$ cat src/design/sem_pkg.sv
// Shared types and constants for the RGB Sobel edge magnitude block.
// Used by the controller, the datapath, the root unit, the top level and the bench.
// Depends on nothing.
package sem_pkg;

	// Size limits and the register values after reset.
	localparam int DEF_MAX_WIDTH = 1024;
	localparam int RESET_WIDTH   = 640;
	localparam int RESET_HEIGHT  = 480;
	localparam int HEIGHT_LIMIT  = 4096;
	localparam int ROW_W         = 13;

	// Configuration port.
	localparam int CFG_IDX_W  = 1;
	localparam int CFG_DATA_W = 13;
	localparam int WIDTH_REG_W = 11;
	localparam logic [CFG_IDX_W-1:0] REG_IMAGE_WIDTH  = 1'b0;
	localparam logic [CFG_IDX_W-1:0] REG_IMAGE_HEIGHT = 1'b1;

	// Input item codes.
	localparam logic OP_PIXEL = 1'b0;
	localparam logic OP_FLUSH = 1'b1;

	// Arithmetic widths.
	localparam int CH_W   = 8;
	localparam int GRAD_W = 11;
	localparam int SUM_W  = 21;
	localparam int ROOT_W = 11;
	localparam int NUM_CH = 3;
	localparam logic [CH_W-1:0] MAG_MAX = 8'd255;

	typedef struct packed {
		logic [CH_W-1:0] r;
		logic [CH_W-1:0] g;
		logic [CH_W-1:0] b;
	} rgb_t;

	typedef struct packed {
		logic            op;
		logic [CH_W-1:0] in_red;
		logic [CH_W-1:0] in_green;
		logic [CH_W-1:0] in_blue;
	} in_item_t;

	typedef struct packed {
		logic [CH_W-1:0] out_red;
		logic [CH_W-1:0] out_green;
		logic [CH_W-1:0] out_blue;
		logic            last_of_image;
	} out_item_t;

	// Which neighbor rows and columns lie inside the image.
	typedef struct packed {
		logic top;
		logic bottom;
		logic left;
		logic right;
	} nb_mask_t;

	// Commands from the controller to the datapath.
	typedef struct packed {
		logic     mem_rd;
		logic     advance;
		logic     grad_en;
		logic     sq_en;
		nb_mask_t mask;
	} dp_cmd_t;

	typedef logic signed [GRAD_W-1:0] grad_t;
	typedef logic [SUM_W-1:0]         sum_t;

endpackage

$ cat src/design/sem_ctrl.sv
// Controller: image geometry registers, input and result position counters, and the
// state machine that sequences the datapath and the root unit for each item.
// Depends on sem_pkg.
module sem_ctrl
	import sem_pkg::*;
#(
	parameter int MAX_WIDTH = DEF_MAX_WIDTH,
	parameter int AW        = $clog2(MAX_WIDTH),
	parameter int WW        = $clog2(MAX_WIDTH + 1)
) (
	input  logic                  clk,
	input  logic                  arst_n,
	input  logic                  in_valid,
	input  logic                  in_op,
	output logic                  in_ready,
	input  logic                  cfg_we,
	input  logic [CFG_IDX_W-1:0]  cfg_idx,
	input  logic [CFG_DATA_W-1:0] cfg_data,
	output dp_cmd_t               cmd,
	output logic [AW-1:0]         addr,
	output logic                  root_start,
	input  logic                  root_done,
	input  logic                  out_busy,
	output logic                  out_load,
	output logic                  out_last
);

	localparam int EW = (WW > WIDTH_REG_W) ? WW : WIDTH_REG_W;
	localparam logic [EW-1:0] MAX_W_E = EW'(MAX_WIDTH);
	localparam logic [WW-1:0] RESET_W = (RESET_WIDTH > MAX_WIDTH) ? WW'(MAX_WIDTH) : WW'(RESET_WIDTH);

	localparam logic [2:0] S_IDLE  = 3'd0;
	localparam logic [2:0] S_SHIFT = 3'd1;
	localparam logic [2:0] S_GRAD  = 3'd2;
	localparam logic [2:0] S_SQ    = 3'd3;
	localparam logic [2:0] S_START = 3'd4;
	localparam logic [2:0] S_ROOT  = 3'd5;
	localparam logic [2:0] S_EMIT  = 3'd6;
	localparam logic [2:0] S_PAD   = 3'd7;

	logic [2:0]       state_q;
	logic [WW-1:0]    w_q;
	logic [ROW_W-1:0] h_q;
	logic [AW-1:0]    in_col_q;
	logic [ROW_W-1:0] in_row_q;
	logic [AW-1:0]    res_col_q;
	logic [ROW_W-1:0] res_row_q;
	logic             complete_q;
	logic             emit_q;
	logic             pad_q;

	logic             take;
	logic             work;
	logic             lead;
	logic             in_col_last;
	logic             res_col_last;
	logic             res_row_last;
	logic [EW-1:0]    wv;
	logic [WW-1:0]    w_eff;
	logic [ROW_W-1:0] h_eff;

	assign in_ready = (state_q == S_IDLE);
	assign take     = in_valid && in_ready;
	assign work     = take && (((in_op == OP_PIXEL) && !complete_q) ||
	                           ((in_op == OP_FLUSH) && complete_q));
	// A pixel yields a result once a full row and one pixel lie behind it.
	assign lead     = (in_row_q >= ROW_W'(2)) || ((in_row_q == ROW_W'(1)) && (in_col_q != '0));

	assign in_col_last  = (WW'(in_col_q) == w_q - 1'b1);
	assign res_col_last = (WW'(res_col_q) == w_q - 1'b1);
	assign res_row_last = (res_row_q == h_q - 1'b1);

	// Clamp written sizes into the supported range.
	assign wv    = EW'(cfg_data[WIDTH_REG_W-1:0]);
	assign w_eff = (wv == '0) ? WW'(1) : ((wv > MAX_W_E) ? WW'(MAX_WIDTH) : WW'(wv));
	assign h_eff = (cfg_data == '0) ? ROW_W'(1) :
	               ((cfg_data > CFG_DATA_W'(HEIGHT_LIMIT)) ? ROW_W'(HEIGHT_LIMIT) : cfg_data);

	// Command decode. The pad read lies in the row below a one-row image, so the
	// bottom window row it fills is always masked.
	always_comb begin
		cmd.mem_rd      = work || (state_q == S_PAD);
		cmd.advance     = (state_q == S_SHIFT);
		cmd.grad_en     = (state_q == S_GRAD);
		cmd.sq_en       = (state_q == S_SQ);
		cmd.mask.top    = (res_row_q != '0);
		cmd.mask.bottom = !res_row_last;
		cmd.mask.left   = (res_col_q != '0);
		cmd.mask.right  = !res_col_last;
	end

	assign addr       = in_col_q;
	assign root_start = (state_q == S_START);
	assign out_load   = (state_q == S_EMIT) && !out_busy;
	assign out_last   = res_row_last && res_col_last;

	// Sequencer and position bookkeeping.
	always_ff @(posedge clk or negedge arst_n) begin
		if (!arst_n) begin
			state_q    <= S_IDLE;
			w_q        <= RESET_W;
			h_q        <= ROW_W'(RESET_HEIGHT);
			in_col_q   <= '0;
			in_row_q   <= '0;
			res_col_q  <= '0;
			res_row_q  <= '0;
			complete_q <= 1'b0;
			emit_q     <= 1'b0;
			pad_q      <= 1'b0;
		end else if (cfg_we) begin
			// A size write aborts the image in progress.
			unique case (cfg_idx)
				REG_IMAGE_WIDTH:  w_q <= w_eff;
				REG_IMAGE_HEIGHT: h_q <= h_eff;
				default:          w_q <= w_q;
			endcase
			in_col_q   <= '0;
			in_row_q   <= '0;
			res_col_q  <= '0;
			res_row_q  <= '0;
			complete_q <= 1'b0;
		end else begin
			unique case (state_q)
				S_IDLE: begin
					if (work) begin
						emit_q  <= (in_op == OP_FLUSH) || lead;
						// In a one-row image the first flush must shift twice to
						// bring the first pixel to the window center.
						pad_q   <= (in_op == OP_FLUSH) && !lead;
						state_q <= S_SHIFT;
					end
				end
				S_SHIFT: begin
					if (in_col_last) begin
						in_col_q <= '0;
						in_row_q <= in_row_q + 1'b1;
						if (in_row_q + 1'b1 >= h_q) begin
							complete_q <= 1'b1;
						end
					end else begin
						in_col_q <= in_col_q + 1'b1;
					end
					if (pad_q) begin
						pad_q   <= 1'b0;
						state_q <= S_PAD;
					end else begin
						state_q <= emit_q ? S_GRAD : S_IDLE;
					end
				end
				S_PAD:   state_q <= S_SHIFT;
				S_GRAD:  state_q <= S_SQ;
				S_SQ:    state_q <= S_START;
				S_START: state_q <= S_ROOT;
				S_ROOT: begin
					if (root_done) begin
						state_q <= S_EMIT;
					end
				end
				S_EMIT: begin
					if (!out_busy) begin
						state_q <= S_IDLE;
						if (out_last) begin
							in_col_q   <= '0;
							in_row_q   <= '0;
							res_col_q  <= '0;
							res_row_q  <= '0;
							complete_q <= 1'b0;
						end else if (res_col_last) begin
							res_col_q <= '0;
							res_row_q <= res_row_q + 1'b1;
						end else begin
							res_col_q <= res_col_q + 1'b1;
						end
					end
				end
				default: state_q <= S_IDLE;
			endcase
		end
	end

endmodule

$ cat config.mk
export PLATFORM = sky130hd
export DESIGN_NAME = sem_ctrl
export DESIGN_NICKNAME = d
export VERILOG_FILES = /design/src/design/sem_pkg.sv /design/src/design/sem_ctrl.sv
export SDC_FILE = /design/constraint.sdc
export NUM_CORES = 1
export LEC_CHECK = 0
export ABC_AREA = 1
export BUFFER_PORTS_ARGS = -buffer_cell sky130_fd_sc_hd__buf_2
export CAP_MARGIN = 20
export CORE_MARGIN = 2
export CORE_UTILIZATION = 61
export DETAILED_ROUTE_END_ITERATION = 10
export GPL_TIMING_DRIVEN = 0
export PLACE_DENSITY = 0.9
export RECOVER_POWER = 50
export SETUP_SLACK_MARGIN = 0.4
export SKIP_CTS_REPAIR_TIMING = 1
export SLEW_MARGIN = 5
export SYNTH_ARGS = -nofsm -noshare
export SYNTH_HDL_FRONTEND = slang
export SYNTH_SLANG_ARGS = --single-unit
$ cat constraint.sdc
create_clock -name clk -period 3.4 [get_ports clk]
set_clock_uncertainty 0.15 [all_clocks]
set_input_delay 0.68 -clock clk [delete_from_list [all_inputs] [get_ports clk]]
set_output_delay 0.68 -clock clk [all_outputs]
set_load 0.01 [all_outputs]
# Word-level counts from Yosys, hierarchy flattened
# Cells that the tools add are included.
op_classes:
  n_addsub: 6
  magnitude_cmp: 4
  eq_ne: 19
  n_mux: 38
  bitwise_logic: 3
  n_reduce_logical: 37
op_table:
  columns: ["cell", "count"]
  rows:
  - ["$mux 13", 11]
  - ["$mux 10", 9]
  - ["$add 13x1->13 const B", 2]
  - ["$pmux 13 s2", 1]
  - ["$pmux 3 s8", 1]
  - ["$eq 10x11->1", 2]
  - ["$mux 11", 2]
  - ["$add 10x1->10 const B", 2]
  - ["$pmux 10 s2", 1]
  - ["$reduce_bool 10->1", 2]
  - ["$eq 13x1->1 const B", 1]
  - ["$eq 13x13->1", 1]
  - ["$ge 13x13->1", 1]
  - ["$ge 13x2->1 const B", 1]
  - ["$gt 13x13->1 const B", 1]
  - ["$logic_not 13->1", 1]
  - ["$reduce_bool 13->1", 1]
  - ["$sub 13x1->13 const B", 1]
  - ["$eq 3x3->1 const B", 4]
  - ["$mux 3", 4]
  - ["$reduce_and 3->1", 4]
  - ["$gt 11x11->1 const B", 1]
  - ["$logic_not 11->1", 1]
  - ["$sub 11x1->11 const B", 1]
  - ["other kinds (19)", 51]
totals:
  regBits: 76
  output_inout_bits: 22
  wordCells: 117

# Depth between registers and ports, before layout
depth:
  word_depth: 7
  mapped_depth: 20
  mapped_depth_nobuf: 19

# Worst setup path after synthesis
# No wires, ideal clock.
synth_timing:
  path_type: "register -> output"
  startpoint: "register h_q[0]"
  endpoint: "output out_last"
  arrival_time_ps: 1804
  required_time_ps: 2570
  slack_ps: 766
  stages_incl_launch_ff: 13
  cell_sequence: "dfrtp_1 inv_1 ha_1 nand3_2 nor2_2 nand2_1 nand2_1 nand2_1 nor2_1 nand3_1 nor2_2 inv_1 nor2_1"
synth_between:
  elab_chain_cells: 3
synth_lines:
  columns: ["item", "line_no", "source"]
  rows:
  - ["from (decl)", "sem_ctrl.sv:43", "logic [ROW_W-1:0] h_q;"]
  - ["from (signal assigned)", "sem_ctrl.sv:102", "h_q <= ROW_W'(RESET_HEIGHT);"]
  - ["$sub 13x1->13", "sem_ctrl.sv:71", "assign res_row_last = (res_row_q == h_q - 1'b1);"]
  - ["$eq 13x13->1", "sem_ctrl.sv:71", null]
  - ["$logic_and 1x1->1", "sem_ctrl.sv:95", "assign out_last = res_row_last && res_col_last;"]
  - ["to (decl)", "sem_ctrl.sv:25", "output logic out_last"]
# No other way between the ends.

# Worst setup path in the final report
layout_timing:
  startpoint: "register w_q[0]"
  endpoint: "output out_last"
layout_between:
  elab_chain_cells: 3
layout_lines:
  columns: ["item", "line_no", "source"]
  rows:
  - ["from (decl)", "sem_ctrl.sv:42", "logic [WW-1:0] w_q;"]
  - ["from (signal assigned)", "sem_ctrl.sv:113", "REG_IMAGE_WIDTH: w_q <= w_eff;"]
  - ["from (signal assigned)", "sem_ctrl.sv:115", "default: w_q <= w_q;"]
  - ["$sub 11x1->11", "sem_ctrl.sv:70", "assign res_col_last = (WW'(res_col_q) == w_q - 1'b1);"]
  - ["$eq 10x11->1", "sem_ctrl.sv:70", null]
  - ["$logic_and 1x1->1", "sem_ctrl.sv:95", null]
# No other way between the ends.

==> summary.md <==
The run gives 0 as the overall overflow remaining after global route. For the H-tree level count, the log shows 3. Headroom to the max-slew limit came out at 7.94%. At the pin with the least slew margin, the transition time is 1380 ps. TritonCTS built the clock tree. The clock reaches the later pin of the worst-skew pair after 370 ps. Input and output buffers added on the ports amount to 42. Once layout is done, the placed cells without fillers occupy 6780 um^2. The gate count of the mapped netlist came out at 809.

Synthesis produced a netlist with a net count of 854. In this run the top signal layer used is met4. The number of pins exceeding their max-slew limit in the final report is 0, and the number of nets at the end of the flow is 934. The overall global routing resource usage came out at 30.5%. The type of the setup path with the least slack was flip-flop to primary output. The first global-routing pass estimated 24.6 mm of wire. In the routed design, unresolved DRC markers number 0.

Sequential cells account for 32.8% of the total power. Summing every instance area after synthesis gives 5700 um^2. The tools report the total count of hold-check failures in the final report as 0. In this run the worst hold path is classified as flip-flop to flip-flop.

In this run the worst path has a maximum fanout of 7. Detailed placement finished with a half-perimeter wire length of 11.1 mm. By area the synthesized netlist is led by sky130_fd_sc_hd__dfrtp_1 31%, sky130_fd_sc_hd__nand2_1 12%, sky130_fd_sc_hd__inv_1 7.6%, sky130_fd_sc_hd__nand3_1 5.7%, sky130_fd_sc_hd__xor2_1 5.7%. Relative to the synthesized area, the layout overhead comes to 18.9%.

Row generation in the floorplan step produced 35 rows. The run finished with clean final reports. After synthesis, the netlist uses 44 different library cells. In the detailed route, the total length drawn on met2 is 8.18 mm.

The run gives 10,100 um^2 as the die area. The share of Yosys cell area claimed by the top area cell type was 30.7%. The internal power of the cells totals 2.08 mW.

Timing would allow up to 323 MHz. The pin count of the biggest net entering global routing was 55; the number of antenna violations at the first check in global routing was 0. The number of clock sinks was 76; the routed wire length on met3 was 1.50 mm. The tools report the number of global-route vias before repair as 5,224. Of the total power, the clock network draws 27.6%.

Die boundary height: 101 um. For the maximum clock insertion buffer count, the log shows 2. At the worst endpoint, the required time is 2570 ps. The cell type with the highest aggregate area in the netlist is sky130_fd_sc_hd__dfrtp_1. For this run, the leading register cell type out of synthesis is sky130_fd_sc_hd__dfrtp_1. The post-route netlist has 18.8% of its cells at a drive strength greater than 1.

The count of routing violations after the opening detailed-route iteration is 619. Once routing completed, OpenROAD measured the worst setup slack at 301 ps. Pin placement for this block handled 43 I/O pins.

The cell sitting at the root of the clock tree is a sky130_fd_sc_hd__clkbuf_8. The worst setup path is launched from a flip-flop. At the end of routability-driven placement, the weighted congestion stood at 1.01. The total clock buffers created by CTS is 9, and the combinational cell fraction of total power is 39.6%.

The power dissipated by switching net loads is 1.36 mW. After detailed routing, the average wire length per cell comes to 16.9 um. Power comes to 3.44 mW.

In this run, synthesis inferred 0 flip-flops with an integrated enable. For this design the static power due to leakage is 3.30 nW. STA classifies the critical path endpoint as a primary output.

Hold timing on the final database bottoms out at a slack of 343 ps. Of the synthesized area, sequential elements account for 33.5%. The number of setup violations in the final report is 0, and the time the worst path needs with I/O delays and setup is 3100 ps.

The effective utilization at floorplan came out at 62.3%. Average footprint of a synthesized cell: 7.05 um^2. Before CTS, the worst setup slack after placement is 393 ps.

The first detailed-routing pass took 8 iterations. After detailed routing, the total wire length is 17.0 mm. The die extent in x came out at 101 um. Counting flops with an async set or reset pin after synthesis yields a share of 100%. The number of nets with antenna violations after routing was 0; the number of max-capacitance violations reported was 0.

The number of warnings printed during yosys synthesis came out at 0. VDD sags by at most 315 uV. Setup repair after global routing could not meet its margin everywhere. In this run, synthesis produced a sequential element count of 76. In the routed layout, each cell is associated on average with a via count of 6.07. 0 antenna diodes ended up in the layout.

The clock-pin slew on the worst setup and hold paths is 90 ps. The setup TNS was 0 ps. The area of placed instances is 6080 um^2, and the arrival time of data at the critical path endpoint is 2270 ps. The region available for standard cell placement spans 9150 um^2. The number of vias after detailed routing was 6,104; the total routed wire length on the met1 layer was 6.82 mm.

Dividing total power by cell area gives a power density of 508 nW/um^2. The worst path uses 91.1% of the clock period. In this run switching power makes up 39.5% of total power.
[critical path: stages (launching register included)]
cell	delay, ps
sky130_fd_sc_hd__dfrtp_1	440
sky130_fd_sc_hd__inv_4	130
sky130_fd_sc_hd__ha_4	220
sky130_fd_sc_hd__nand2_1	90
sky130_fd_sc_hd__nor2_2	130
sky130_fd_sc_hd__nand2_1	70
sky130_fd_sc_hd__nand2_1	100
sky130_fd_sc_hd__nand2_2	90
sky130_fd_sc_hd__nand2_2	70
sky130_fd_sc_hd__nand2_1	70
sky130_fd_sc_hd__nor2_1	150
sky130_fd_sc_hd__nand3_2	110
sky130_fd_sc_hd__nor2_1	100
sky130_fd_sc_hd__buf_2	130
[cells by family after synthesis]
logic type | synth area share (%)
AOI/OAI and AO/OA | 9.68
buffers and inverters | 10.4
and+or+nand+nor | 34.3
xor gates and xnor gates | 6.91
DFF | 33.5
adders and majority gates | 5.27
[cells in the mapped netlist (all sizes together), types with 12 or more instances]
cell     n
o22ai   25
nor2    97
nand3   67
dfrtp   70
nor3    20
ha      24
buf     12
xor2    37
inv    122
o21ai   33
a21oi   19
nand4   29
nand2  188
[metrics by stage]
step,util [%],std cells
floorplan,-,809
global placement,66.1,962
detailed placement,66.4,963
CTS,69.4,979
global route,74.0,1005
finish,74.0,1005
[placed cells by master (no fill, tap or decap), types with 15 or more instances in the layout]
cell type	netlist	final
sky130_fd_sc_hd__nand2_1	181	173
sky130_fd_sc_hd__inv_1	115	109
sky130_fd_sc_hd__nor2_1	86	78
sky130_fd_sc_hd__dfrtp_1	70	66
sky130_fd_sc_hd__nand3_1	65	61
sky130_fd_sc_hd__xor2_1	37	36
sky130_fd_sc_hd__buf_2	3	32
sky130_fd_sc_hd__buf_4	4	30
sky130_fd_sc_hd__nand4_1	29	29
sky130_fd_sc_hd__o21ai_0	27	25
sky130_fd_sc_hd__o22ai_1	25	25
sky130_fd_sc_hd__clkbuf_1	8	20
sky130_fd_sc_hd__ha_1	24	19
sky130_fd_sc_hd__nor3_1	20	17
sky130_fd_sc_hd__a21oi_1	19	15
[final timing paths]
kind | start | end | slack (ps) | cells after the start
setup / recovery | w_q[0]$_DFFE_PN0P_ | out_last | 300 | 13
hold reg to reg | in_row_q[7]$_DFFE_PN0P_ | in_row_q[7]$_DFFE_PN0P_ | 340 | 2
hold / removal | in_row_q[7]$_DFFE_PN0P_ | in_row_q[7]$_DFFE_PN0P_ | 340 | 2
min in group asynchronous | arst_n | res_row_q[12]$_DFFE_PN0P_ | 390 | 1
setup reg to reg | in_row_q[1]$_DFFE_PN0P_ | complete_q$_DFFE_PN0P_ | 330 | 14
max in group asynchronous | arst_n | in_row_q[2]$_DFFE_PN0P_ | 640 | 2
[area by class of cell]
class / instances / area (um^2)
repair buffers: 69 / 402
well taps: 111 / 139
clock inverters: 7 / 146
multi-input cells: 590 / 3460
flip-flops and latches: 76 / 1910
fillers: 643 / 2380
plain buffers: 21 / 129
clock buffers: 9 / 124
inverters: 122 / 465
[power groups by stage]
stage	clock network, mW	logic (mW)	registers (mW)
final	0.951	1.36	1.13
after global routing	0.990	1.49	1.14
after CTS	0.944	1.16	1.11
after global placement	0	1.11	1.13
after floorplan	0	0.855	1.10
after detailed placement	0	1.14	1.13
[registers in the layout (all words and copies together) (netlist names)]
| signal | cells |
|---|---|
| state_q | 3 |
| w_q | 11 |
| res_row_q | 13 |
| addr | 10 |
| complete_q | 1 |
| pad_q | 1 |
| res_col_q | 10 |
| h_q | 13 |
| in_row_q | 13 |
| emit_q | 1 |
[per-layer routing]
layer,vias up,global-route usage [%]
met5,-,0
met4,0,9.38
met3,56,4.65
met2,404,49.6
met1,2830,42.1
li1,2814,-
No activity file was read; power rests on OpenSTA's default activity.
