**src/design/sem_pkg.sv**
```systemverilog
// Shared types and constants for the RGB Sobel edge magnitude block.
// Used by the controller, the datapath, the root unit, the top level and the bench.
// Depends on nothing.
package sem_pkg;

	// Size limits and the register values after reset.
	localparam int DEF_MAX_WIDTH = 1024;
	localparam int RESET_WIDTH   = 640;
	localparam int RESET_HEIGHT  = 480;
	localparam int HEIGHT_LIMIT  = 4096;
	localparam int ROW_W         = 13;

	// Configuration port.
	localparam int CFG_IDX_W  = 1;
	localparam int CFG_DATA_W = 13;
	localparam int WIDTH_REG_W = 11;
	localparam logic [CFG_IDX_W-1:0] REG_IMAGE_WIDTH  = 1'b0;
	localparam logic [CFG_IDX_W-1:0] REG_IMAGE_HEIGHT = 1'b1;

	// Input item codes.
	localparam logic OP_PIXEL = 1'b0;
	localparam logic OP_FLUSH = 1'b1;

	// Arithmetic widths.
	localparam int CH_W   = 8;
	localparam int GRAD_W = 11;
	localparam int SUM_W  = 21;
	localparam int ROOT_W = 11;
	localparam int NUM_CH = 3;
	localparam logic [CH_W-1:0] MAG_MAX = 8'd255;

	typedef struct packed {
		logic [CH_W-1:0] r;
		logic [CH_W-1:0] g;
		logic [CH_W-1:0] b;
	} rgb_t;

	typedef struct packed {
		logic            op;
		logic [CH_W-1:0] in_red;
		logic [CH_W-1:0] in_green;
		logic [CH_W-1:0] in_blue;
	} in_item_t;

	typedef struct packed {
		logic [CH_W-1:0] out_red;
		logic [CH_W-1:0] out_green;
		logic [CH_W-1:0] out_blue;
		logic            last_of_image;
	} out_item_t;

	// Which neighbor rows and columns lie inside the image.
	typedef struct packed {
		logic top;
		logic bottom;
		logic left;
		logic right;
	} nb_mask_t;

	// Commands from the controller to the datapath.
	typedef struct packed {
		logic     mem_rd;
		logic     advance;
		logic     grad_en;
		logic     sq_en;
		nb_mask_t mask;
	} dp_cmd_t;

	typedef logic signed [GRAD_W-1:0] grad_t;
	typedef logic [SUM_W-1:0]         sum_t;

endpackage

```
**src/design/sem_root.sv**
```systemverilog
// Iterative rounded square root, three channel lanes sharing one step counter.
// One result bit per cycle; the output is rounded to nearest and saturated at 255.
// Depends on sem_pkg.
module sem_root
	import sem_pkg::*;
(
	input  logic                       clk,
	input  logic                       arst_n,
	input  logic                       start,
	input  sum_t [NUM_CH-1:0]          sums,
	output logic                       done,
	output logic [NUM_CH-1:0][CH_W-1:0] mags
);

	localparam int CNT_W = $clog2(ROOT_W);
	localparam int RAD_W = 2 * ROOT_W;
	localparam int REM_W = ROOT_W + 1;

	logic             run_q;
	logic             done_q;
	logic [CNT_W-1:0] cnt_q;

	// Step sequencing shared by all lanes.
	always_ff @(posedge clk or negedge arst_n) begin
		if (!arst_n) begin
			run_q  <= 1'b0;
			done_q <= 1'b0;
			cnt_q  <= '0;
		end else begin
			done_q <= 1'b0;
			if (start) begin
				run_q <= 1'b1;
				cnt_q <= CNT_W'(ROOT_W - 1);
			end else if (run_q) begin
				if (cnt_q == '0) begin
					run_q  <= 1'b0;
					done_q <= 1'b1;
				end else begin
					cnt_q <= cnt_q - 1'b1;
				end
			end
		end
	end

	assign done = done_q;

	for (genvar ch = 0; ch < NUM_CH; ch++) begin : g_lane
		logic [RAD_W-1:0]  rad_q;
		logic [REM_W-1:0]  rem_q;
		logic [ROOT_W-1:0] root_q;
		logic [REM_W+1:0]  rem_next;
		logic [REM_W+1:0]  trial;
		logic [ROOT_W:0]   rounded;

		// Bring down two radicand bits and try the next root bit.
		assign rem_next = {rem_q, rad_q[RAD_W-1 -: 2]};
		assign trial    = (REM_W+2)'({root_q, 2'b01});

		always_ff @(posedge clk) begin
			if (start) begin
				rad_q  <= RAD_W'(sums[ch]);
				rem_q  <= '0;
				root_q <= '0;
			end else if (run_q) begin
				rad_q <= rad_q << 2;
				if (rem_next >= trial) begin
					rem_q  <= REM_W'(rem_next - trial);
					root_q <= {root_q[ROOT_W-2:0], 1'b1};
				end else begin
					rem_q  <= REM_W'(rem_next);
					root_q <= {root_q[ROOT_W-2:0], 1'b0};
				end
			end
		end

		// Round up when the remainder exceeds the root, then saturate.
		assign rounded  = {1'b0, root_q} + (ROOT_W+1)'(REM_W'(root_q) < rem_q);
		assign mags[ch] = (rounded > (ROOT_W+1)'(MAG_MAX)) ? MAG_MAX : rounded[CH_W-1:0];
	end

endmodule

```
**config.mk**
```make
export PLATFORM = sky130hd
export DESIGN_NAME = sem_root
export DESIGN_NICKNAME = d
export VERILOG_FILES = /design/src/design/sem_pkg.sv /design/src/design/sem_root.sv
export SDC_FILE = /design/constraint.sdc
export NUM_CORES = 1
export LEC_CHECK = 0
export ABC_AREA = 0
export CORE_MARGIN = 8
export CORE_UTILIZATION = 35
export CTS_BUF_LIST = sky130_fd_sc_hd__clkbuf_8
export DETAILED_ROUTE_END_ITERATION = 12
export DONT_BUFFER_PORTS = 1
export GPL_TIMING_DRIVEN = 0
export HOLD_SLACK_MARGIN = 0.1
export PLACE_DENSITY = 0.49
export SYNTH_ARGS = -nofsm -noshare
export SYNTH_HDL_FRONTEND = slang
export SYNTH_SLANG_ARGS = --single-unit
export TNS_END_PERCENT = 10
```
**constraint.sdc**
```tcl
create_clock -name clk -period 10.2 [get_ports clk]
set_input_delay 1.02 -clock clk [delete_from_list [all_inputs] [get_ports clk]]
set_output_delay 1.02 -clock clk [all_outputs]
set_load 0.005 [all_outputs]
```
Word level (Yosys, flattened, before mapping) --
Index checks and enable logic that the tools add are counted.
Word-level totals: bits in latches 0, output and inout port bits 25, memory bits (writable) 0, input bits 66, logic and storage cells 59, bits in registers 141, memory bits (read-only) 0, memories 0
Cells by class: bitwise gates (word level) 0, divide/modulo/power cells 0, eq/ne operators 1, shift-type cells 0, reduce and logical (&&, ||, !) cells 3, multiply operators 0, multiplexer cells 24, $lt $le $gt $ge 9, add/sub/neg operators 7
Operators with widths (number):
- 2-to-1 mux 21 bit | 6
- >= comparator 14 x 13 -> 1 bit | 3
- adder 11 x 1 -> 12 bit | 3
- greater-than comparator 12 x 8 -> 1 bit, second input constant | 3
- less-than comparator 11 x 12 -> 1 bit | 3
- 2-to-1 mux 12 bit | 3
- subtractor 12 bit | 3
- 2-to-1 mux 8 bit | 3
- 2-to-1 mux 4 bit | 3
- 2-to-1 mux 1 bit | 9
- logical NOT 4 bit | 1
- subtractor 4 x 1 -> 4 bit, second input constant | 1
- != test 2 bit, second input constant | 1
- AND reduction 2 bit | 1
- nonzero test 2 bit | 1

Longest topological paths before layout --
Gate-level depths: netlist (run 1).
word-level depth 4, depth in mapped cells 16

Worst setup path after synthesis (run 1) --
OpenSTA, ideal clock, no wires.
path type reg2out, start point register g_lane[1].rem_q[4], end point output port mags[8] (netlist name), stages on the path, launching flop included 15, data required time 9180 ps, data arrival time 3076 ps, slack 6104 ps, cell sequence dfxtp_1 inv_1 ha_1 buf_2 a2111oi_0 o21ai_0 a41oi_1 ha_1 ha_1 and3_1 and3_1 nand3_1 mux2i_1 nor3_1 nand2b_1
RTL lines:
- start, declared | line sem_root.sv:49 | logic [REM_W-1:0] rem_q;
- start signal, assigned | line sem_root.sv:67 | rem_q <= REM_W'(rem_next - trial);
- start signal, assigned | line sem_root.sv:70 | rem_q <= REM_W'(rem_next);
- end, declared | line sem_root.sv:12 | output logic [NUM_CH-1:0][CH_W-1:0] mags

==> flow_metrics.py, run 1 <==
metrics = {
    "setup_path": {
        "crit_fanout": 10,
        "cp-start-kind": "flip-flop",
        "crit_type": "flip-flop to output pin",
        "rr_startpoint": "g_lane[0].rem_q[5]",
        "end_kind": "output pin",
        "worstPathArrival_ns": 4.22,
        "required_ns": 9.18,
        "r2r_slack_ns": 7.57,
        "crit_start": "g_lane[1].rem_q[4]",
        "r2r_end": "g_lane[0].rem_q[6]",
        "r2r_cells": 10,
    },
    "timing": {
        "skew_ns": 0.02000,
        "period_minus_slack_ns": 5.242,
        "setup_tns_ns": 0,
        "post-route-period-util_pct": 51.39,
        "slew_headroom_pct": 30.37,
        "max_freq_ghz": 0.1908,
        "hold_viol": 0,
        "final-setup-viol-count": 0,
        "report.final.slew_viol_count": 0,
        "rsz0062_at_grt": "no",
        "tightest_slew_ns": 1.041,
    },
    "clock_tree": {
        "path_clk_slew_ns": 0.10,
        "htree_levels": 4,
        "clk_latency_ns": 0.47,
        "cts_tree": "done",
        "clock-sinks": 141,
        "postCtsSetupBuffers": 0,
        "cts_buffers": 17,
        "cts-root-buf": "clkbuf_8",
        "cts_resized": 0,
        "cts_max_path_buffers": 2,
        "cts_hold_buf": 0,
    },
    "drt": {
        "vias": 6595,
        "drc": 0,
        "drtIter0Drc": 412,
        "drt_wl_total_um": 22850,
        "drt_pass1_iterations": 5,
        "wire_per_inst_um": 17.82,
        "via_per_inst": 5.144,
        "drtAntennaViolNets": 0,
    },
    "synth": {
        "synth_nets": 1064,
        "synth_ff_type": "dfxtp_1",
        "yosysSeqAreaShare_pct": 38.69,
        "synthAdderAreaFrac_pct": 11.12,
        "synthArstFlopShare_pct": 4.255,
        "synth_warnings": 0,
        "synth_mux_area_share_pct": 12.61,
        "synth_compound_area_share_pct": 14.75,
        "synthDistinctLibCells": 81,
        "synth_seq_cells": 141,
        "syn-cell-area_sq_um": 9002,
        "yosys.area_share.simple_pct": 12.97,
        "synth_top_family_by_area": "compound AO/OA/AOI/OAI gates",
        "syn_inst": 918,
        "syn_avg_cell_area_sq_um": 9.807,
        "synth_xor_area_share_pct": 4.183,
        "synth_edf_count": 63,
    },
    "floorplan": {
        "core_sq_um": 25250,
        "ioPinCount": 91,
        "die_w_um": 176.4,
        "num_rows": 58,
        "die_h_um": 176.4,
        "initial_utilization_pct": 35.65,
        "die-area_sq_um": 31110,
    },
    "pwr": {
        "p_leak_uw": 0.004133,
        "pwr_density_cell_nw_per_um2": 271.9,
        "vdd_drop_max_mv": 0.09843,
        "p_int_uw": 1518,
        "seqPwrFrac_pct": 30.9,
        "combPwrFrac_pct": 51.8,
        "clock_power_share_pct": 17.3,
        "swShare_pct": 43.27,
        "power.net_switching_uw": 1158,
    },
    "hold_path": {
        "min_path_type": "primary input to async pin",
    },
    "place": {
        "place_area_sq_um": 9445,
        "io_buffer_count": 0,
        "place_hpwl_um": 17100,
        "globalplace.congestion": 0.8388,
    },
    "global_route": {
        "grt_max_degree": 68,
        "grt_pass1_vias": 6613,
        "grt_remaining_overflow": 0,
        "antenna_found_initial": 7,
        "grt_use_total_pct": 14.88,
        "grt_first_pass_wirelength_um": 37060,
    },
    "cells_and_area": {
        "final_cell_area_sq_um": 9846,
        "syn_to_final_growth_pct": 9.368,
        "drive_above_1_share_pct": 12.20,
        "fin_nets": 1084,
    },
    "run": {
        "cap_viol_max_count": 0,
    },
    "outcome": {
        "status": "finished clean",
    },
}
[flip-flops by register name, indices dropped and copies added, names as in the netlist]
register,flops
run_q,1
done,1
g_lane.root_q,33
g_lane.rem_q,36
cnt_q,4
g_lane.rad_q,66
[cells in the final DEF, fill, tap and decap left out, types with 6 or more instances in the layout]
| cell type | n |
|---|---|
| nand2_1 | 42 |
| nor3_1 | 22 |
| ha_1 | 80 |
| inv_1 | 82 |
| dfrtp_1 | 6 |
| and2_1 | 7 |
| o21a_1 | 8 |
| xnor2_1 | 37 |
| inv_8 | 6 |
| clkbuf_1 | 29 |
| buf_2 | 10 |
| a21o_1 | 13 |
| nand3_1 | 28 |
| nor2b_1 | 10 |
| clkbuf_8 | 17 |
| mux2i_1 | 47 |
| a311oi_1 | 9 |
| nand2b_1 | 16 |
| a211oi_1 | 18 |
| nor2_1 | 77 |
| o31ai_1 | 6 |
| xor2_1 | 6 |
| dfxtp_1 | 72 |
| and3_1 | 8 |
| o21ai_1 | 13 |
| mux2_2 | 57 |
| a21oi_1 | 35 |
| o21ai_0 | 20 |
| edfxtp_1 | 63 |
| nand4_1 | 6 |
[through the flow]
step	util (%)	setup WS, ns	cells	total power, uW	hold slack, ns
after floorplan	-	6.104	918	1909	0.4556
after global placement	37.28	5.426	1248	2232	0.4660
after detailed placement	37.40	5.446	1249	2226	0.4868
after CTS	38.98	4.909	1281	2702	0.2057
after global routing	38.98	4.659	1281	2906	0.1967
final	38.99	4.958	1282	2677	0.2351
[final cells by class]
class                      instances  area, sq um
antenna                            1        2.502
clock buffer                      17        234.0
sequential                       141         3483
inverter                          83        314.1
buffer                            45        200.2
tap                              330        412.9
clock inverter                    15        163.9
fill                            2549        15410
timing repair buffer               1        27.53
multi-input combinational        649         5007
[synthesized netlist by cell type (7+ instances only)]
master / number / area (sq um)
inv_1: 83 / 311.6
ha_1: 80 / 1001
nor2_1: 77 / 289.0
dfxtp_1: 72 / 1441
edfxtp_1: 63 / 1892
mux2_2: 57 / 641.9
mux2i_1: 47 / 470.5
nand2_1: 42 / 157.7
xnor2_1: 37 / 324.1
a21oi_1: 35 / 175.2
clkbuf_1: 29 / 108.9
nand3_1: 28 / 140.1
nor3_1: 22 / 110.1
o21ai_0: 20 / 100.1
a211oi_1: 18 / 135.1
nand2b_1: 16 / 100.1
a21o_1: 13 / 97.59
o21ai_1: 13 / 65.06
buf_2: 10 / 50.05
nor2b_1: 10 / 62.56
a311oi_1: 9 / 78.83
and3_1: 8 / 50.05
o21a_1: 8 / 60.06
and2_1: 7 / 43.79
[worst max-delay path by stage]
stage	slack, ns	to
final	4.96	mags[15]
after global routing	4.66	mags[15]
after CTS	4.91	mags[15]
after detailed placement	5.45	mags[15]
after global placement	5.43	mags[15]
after floorplan	6.10	mags[8]
[cells by family after synthesis]
kind of cell | after synthesis
AOI/OAI and AO/OA | 181
and+or+nand+nor | 239
muxes | 106
xor gates and xnor gates | 43
buffers and inverters | 128
DFF | 141
adders and majority gates | 80
[power groups by stage]
| stage | clock (uW) | sequential [uW] | combinational (uW) |
|---|---|---|---|
| 2_1_floorplan | 0 | 794 | 1110 |
| 3_3_place_gp | 0 | 843 | 1390 |
| 3_5_place_dp | 0 | 841 | 1380 |
| 4_1_cts | 477 | 829 | 1400 |
| 5_1_grt | 499 | 847 | 1560 |
| 6_report | 462 | 828 | 1390 |
[worst max-delay path, stage by stage (launching register included)]
cell and delay (ns):
dfxtp_1 0.45, inv_1 0.07, ha_1 0.31, buf_2 0.18, a2111oi_0 0.36, o21ai_0 0.17, a41oi_1 0.24, ha_1 0.25
ha_1 0.20, and3_1 0.19, and3_1 0.23, nand3_1 0.11, mux2i_1 0.14, nor3_1 0.65, nand2_1 0.19
[routing by layer]
metal  global-route usage [%]  up-vias  share of wire, %
met5                        0        -              0.32
met4                    3.433       14               1.1
met3                    5.191       28               7.0
met2                    22.87      147                44
met1                    19.74     3075                48
li1                         -     3331                 -
No activity file was read; power rests on OpenSTA's default activity.
==> inputs of run 2 (changes only) <==
--- a/config.mk
+++ b/config.mk
@@ -13,7 +13,7 @@
 export DONT_BUFFER_PORTS = 1
 export GPL_TIMING_DRIVEN = 0
 export HOLD_SLACK_MARGIN = 0.1
-export PLACE_DENSITY = 0.49
+export PLACE_DENSITY = 0.51
 export SYNTH_ARGS = -nofsm -noshare
 export SYNTH_HDL_FRONTEND = slang
 export SYNTH_SLANG_ARGS = --single-unit
==> constraint.sdc (replaced) <==
create_clock -name clk -period 4.7 [get_ports clk]
set_input_delay 0.47 -clock clk [delete_from_list [all_inputs] [get_ports clk]]
set_output_delay 0.47 -clock clk [all_outputs]
set_load 0.005 [all_outputs]
==> flow_metrics.py, run 2 (synthesis gave the netlist of run 1 again) <==
metrics = {
    "timing": {
        "max_freq_ghz": 0.2322,
        "report.final.slew_viol_count": 0,
        "post-route-period-util_pct": 91.62,
        "slew_headroom_pct": 33.96,
        "skew_ns": 0.01319,
        "final-setup-viol-count": 0,
        "rsz0062_at_grt": "no",
        "tightest_slew_ns": 0.9869,
        "setup_tns_ns": 0,
        "fin_ws_ns": 0.3938,
        "hold_viol": 0,
        "worst_hold_slack_ns": 0.2167,
        "period_minus_slack_ns": 4.306,
    },
    "hold_path": {
        "min_path_type": "primary input to flip-flop",
        "whs_path_depth": 1,
    },
    "clock_tree": {
        "cts_buffers": 17,
        "postCtsSetupBuffers": 0,
        "clk_latency_ns": 0.45,
        "path_clk_slew_ns": 0.09,
        "clock-sinks": 141,
        "cts-root-buf": "clkbuf_8",
        "cts_max_path_buffers": 2,
        "htree_levels": 4,
        "cts_tree": "done",
    },
    "cells_and_area": {
        "multiInputGateArea_sq_um": 5024,
        "fin_cells": 1284,
        "drive_above_1_share_pct": 12.20,
        "layout_common_cells": "inv_1 (82), ha_1 (80), nor2_1 (77)",
        "syn_to_final_growth_pct": 9.521,
        "regMostFlops": "g_lane.rad_q",
        "fin_nets": 1084,
        "register_area_sq_um": 3483,
        "final_cell_area_sq_um": 9859,
        "largestRegisters": "g_lane.rad_q: 66 flops, g_lane.rem_q: 36 flops, g_lane.root_q: 33 flops",
        "nFillCells": 2599,
        "largest_reg_flops": 66,
        "final_common_cell": "inv_1",
    },
    "floorplan": {
        "initial_utilization_pct": 35.65,
        "num_rows": 58,
        "die_w_um": 176.4,
        "ioPinCount": 91,
        "die_h_um": 176.4,
        "core_sq_um": 25250,
        "die-area_sq_um": 31110,
    },
    "global_route": {
        "grt_pass1_vias": 6388,
        "grt_max_degree": 69,
        "antenna_found_initial": 11,
        "grt_first_pass_wirelength_um": 35890,
        "grt_remaining_overflow": 0,
        "grt_use_total_pct": 14.49,
    },
    "setup_path": {
        "crit_type": "flip-flop to output pin",
        "r2r_cells": 9,
        "end_kind": "output pin",
        "cp-start-kind": "flip-flop",
        "crit_fanout": 10,
        "worstPathArrival_ns": 3.84,
        "required_ns": 4.23,
    },
    "drt": {
        "drt_wl_total_um": 22690,
        "via_per_inst": 5.137,
        "drtIter0Drc": 347,
        "drtAntennaViolNets": 0,
        "wire_per_inst_um": 17.67,
        "drt_pass1_iterations": 4,
        "vias": 6596,
        "drc": 0,
    },
    "pwr": {
        "combPwrFrac_pct": 51.7,
        "swShare_pct": 42.32,
        "power.net_switching_uw": 2481,
        "vdd_drop_max_mv": 0.1992,
        "seqPwrFrac_pct": 30.7,
        "clock_power_share_pct": 17.6,
        "p_int_uw": 3381,
        "p_leak_uw": 0.004129,
        "pwr_density_cell_nw_per_um2": 594.6,
    },
    "place": {
        "pre_cts_ws_ns": 0.4574,
        "io_buffer_count": 0,
        "globalplace.congestion": 0.8096,
        "dpl.cell_count": 1248,
        "place_area_sq_um": 9418,
        "place_hpwl_um": 17010,
    },
    "run": {
        "cap_viol_max_count": 0,
    },
    "outcome": {
        "status": "finished clean",
    },
}
-- run 2: changes by cell type in the layout (fill, tap and decap cells not counted), moves of 2 or more --
cell / before / now
clkinv_8: 3 / 0
diode_2: 1 / 3
nor3_1: 22 / 20
bufinv_16: 0 / 2
inv_8: 6 / 3
clkinv_4: 0 / 2
-- run 2: per-layer routing --
layer / vias up / GRT usage [%] / share of wire (%)
met3: 38 / 4.978 / 5.6
li1: 3328 / - / -
met2: 114 / 21.94 / 43
met4: 18 / 3.783 / 1.3
met1: 3098 / 19.39 / 50
met5: - / 0 / 0.48
-- run 2: power groups by stage --
stage	Combinational, uW	Sequential (uW)	Clock, uW
5_1_grt	3390	1830	1110
6_report	3030	1800	1030
2_1_floorplan	2420	1720	0
3_5_place_dp	3010	1830	0
3_3_place_gp	3010	1830	0
4_1_cts	3030	1800	1060
-- run 2: repair_timing --
item / in CTS / in global routing
endpoints found under the hold margin: 6 / 0
setup endpoints to repair: 8 / 14
hold buffers: 1 / 0
resized for setup: 1 / 2
-- run 2: layout make-up --
type / count / area share (%)
sequential: 141 / 35.33
antenna: 3 / 0.07614
buffer: 45 / 2.030
multi-input combinational: 649 / 50.95
clock inverter: 15 / 1.764
inverter: 83 / 3.185
timing repair buffer: 1 / 0.1015
clock buffer: 17 / 2.373
tap: 330 / 4.188
-- run 2: critical path, stage by stage, from the launching register on --
cell and delay [ns]:
dfxtp_1 0.46, inv_1 0.08, ha_1 0.30, buf_2 0.19, a2111oi_0 0.39, o21ai_0 0.18
a41oi_1 0.24, ha_1 0.24, ha_1 0.19, and3_1 0.19, and3_1 0.22, nand3_1 0.11
mux2i_1 0.18, nor3_4 0.27, nand2_1 0.14
-- run 2: worst paths after layout --
check                               startpoint                 end  slack [ns]
max in group asynchronous               arst_n            cnt_q[1]        4.11
setup reg to reg           g_lane[1].root_q[0]  g_lane[1].rem_q[3]        2.10
hold / removal                        sums[43]  g_lane[2].rad_q[1]        0.22
hold reg to reg             g_lane[1].rem_q[0]  g_lane[1].rem_q[0]        0.51
min in group asynchronous               arst_n            cnt_q[0]        0.35
setup / recovery            g_lane[1].rem_q[4]            mags[10]        0.39
-- run 2: per-stage QoR --
stage	total power (uW)	util, %
final	5863	39.04
after detailed placement	4839	37.29
after global placement	4841	37.28
after global routing	6336	39.03
after CTS	5898	38.97
after floorplan	4142	-
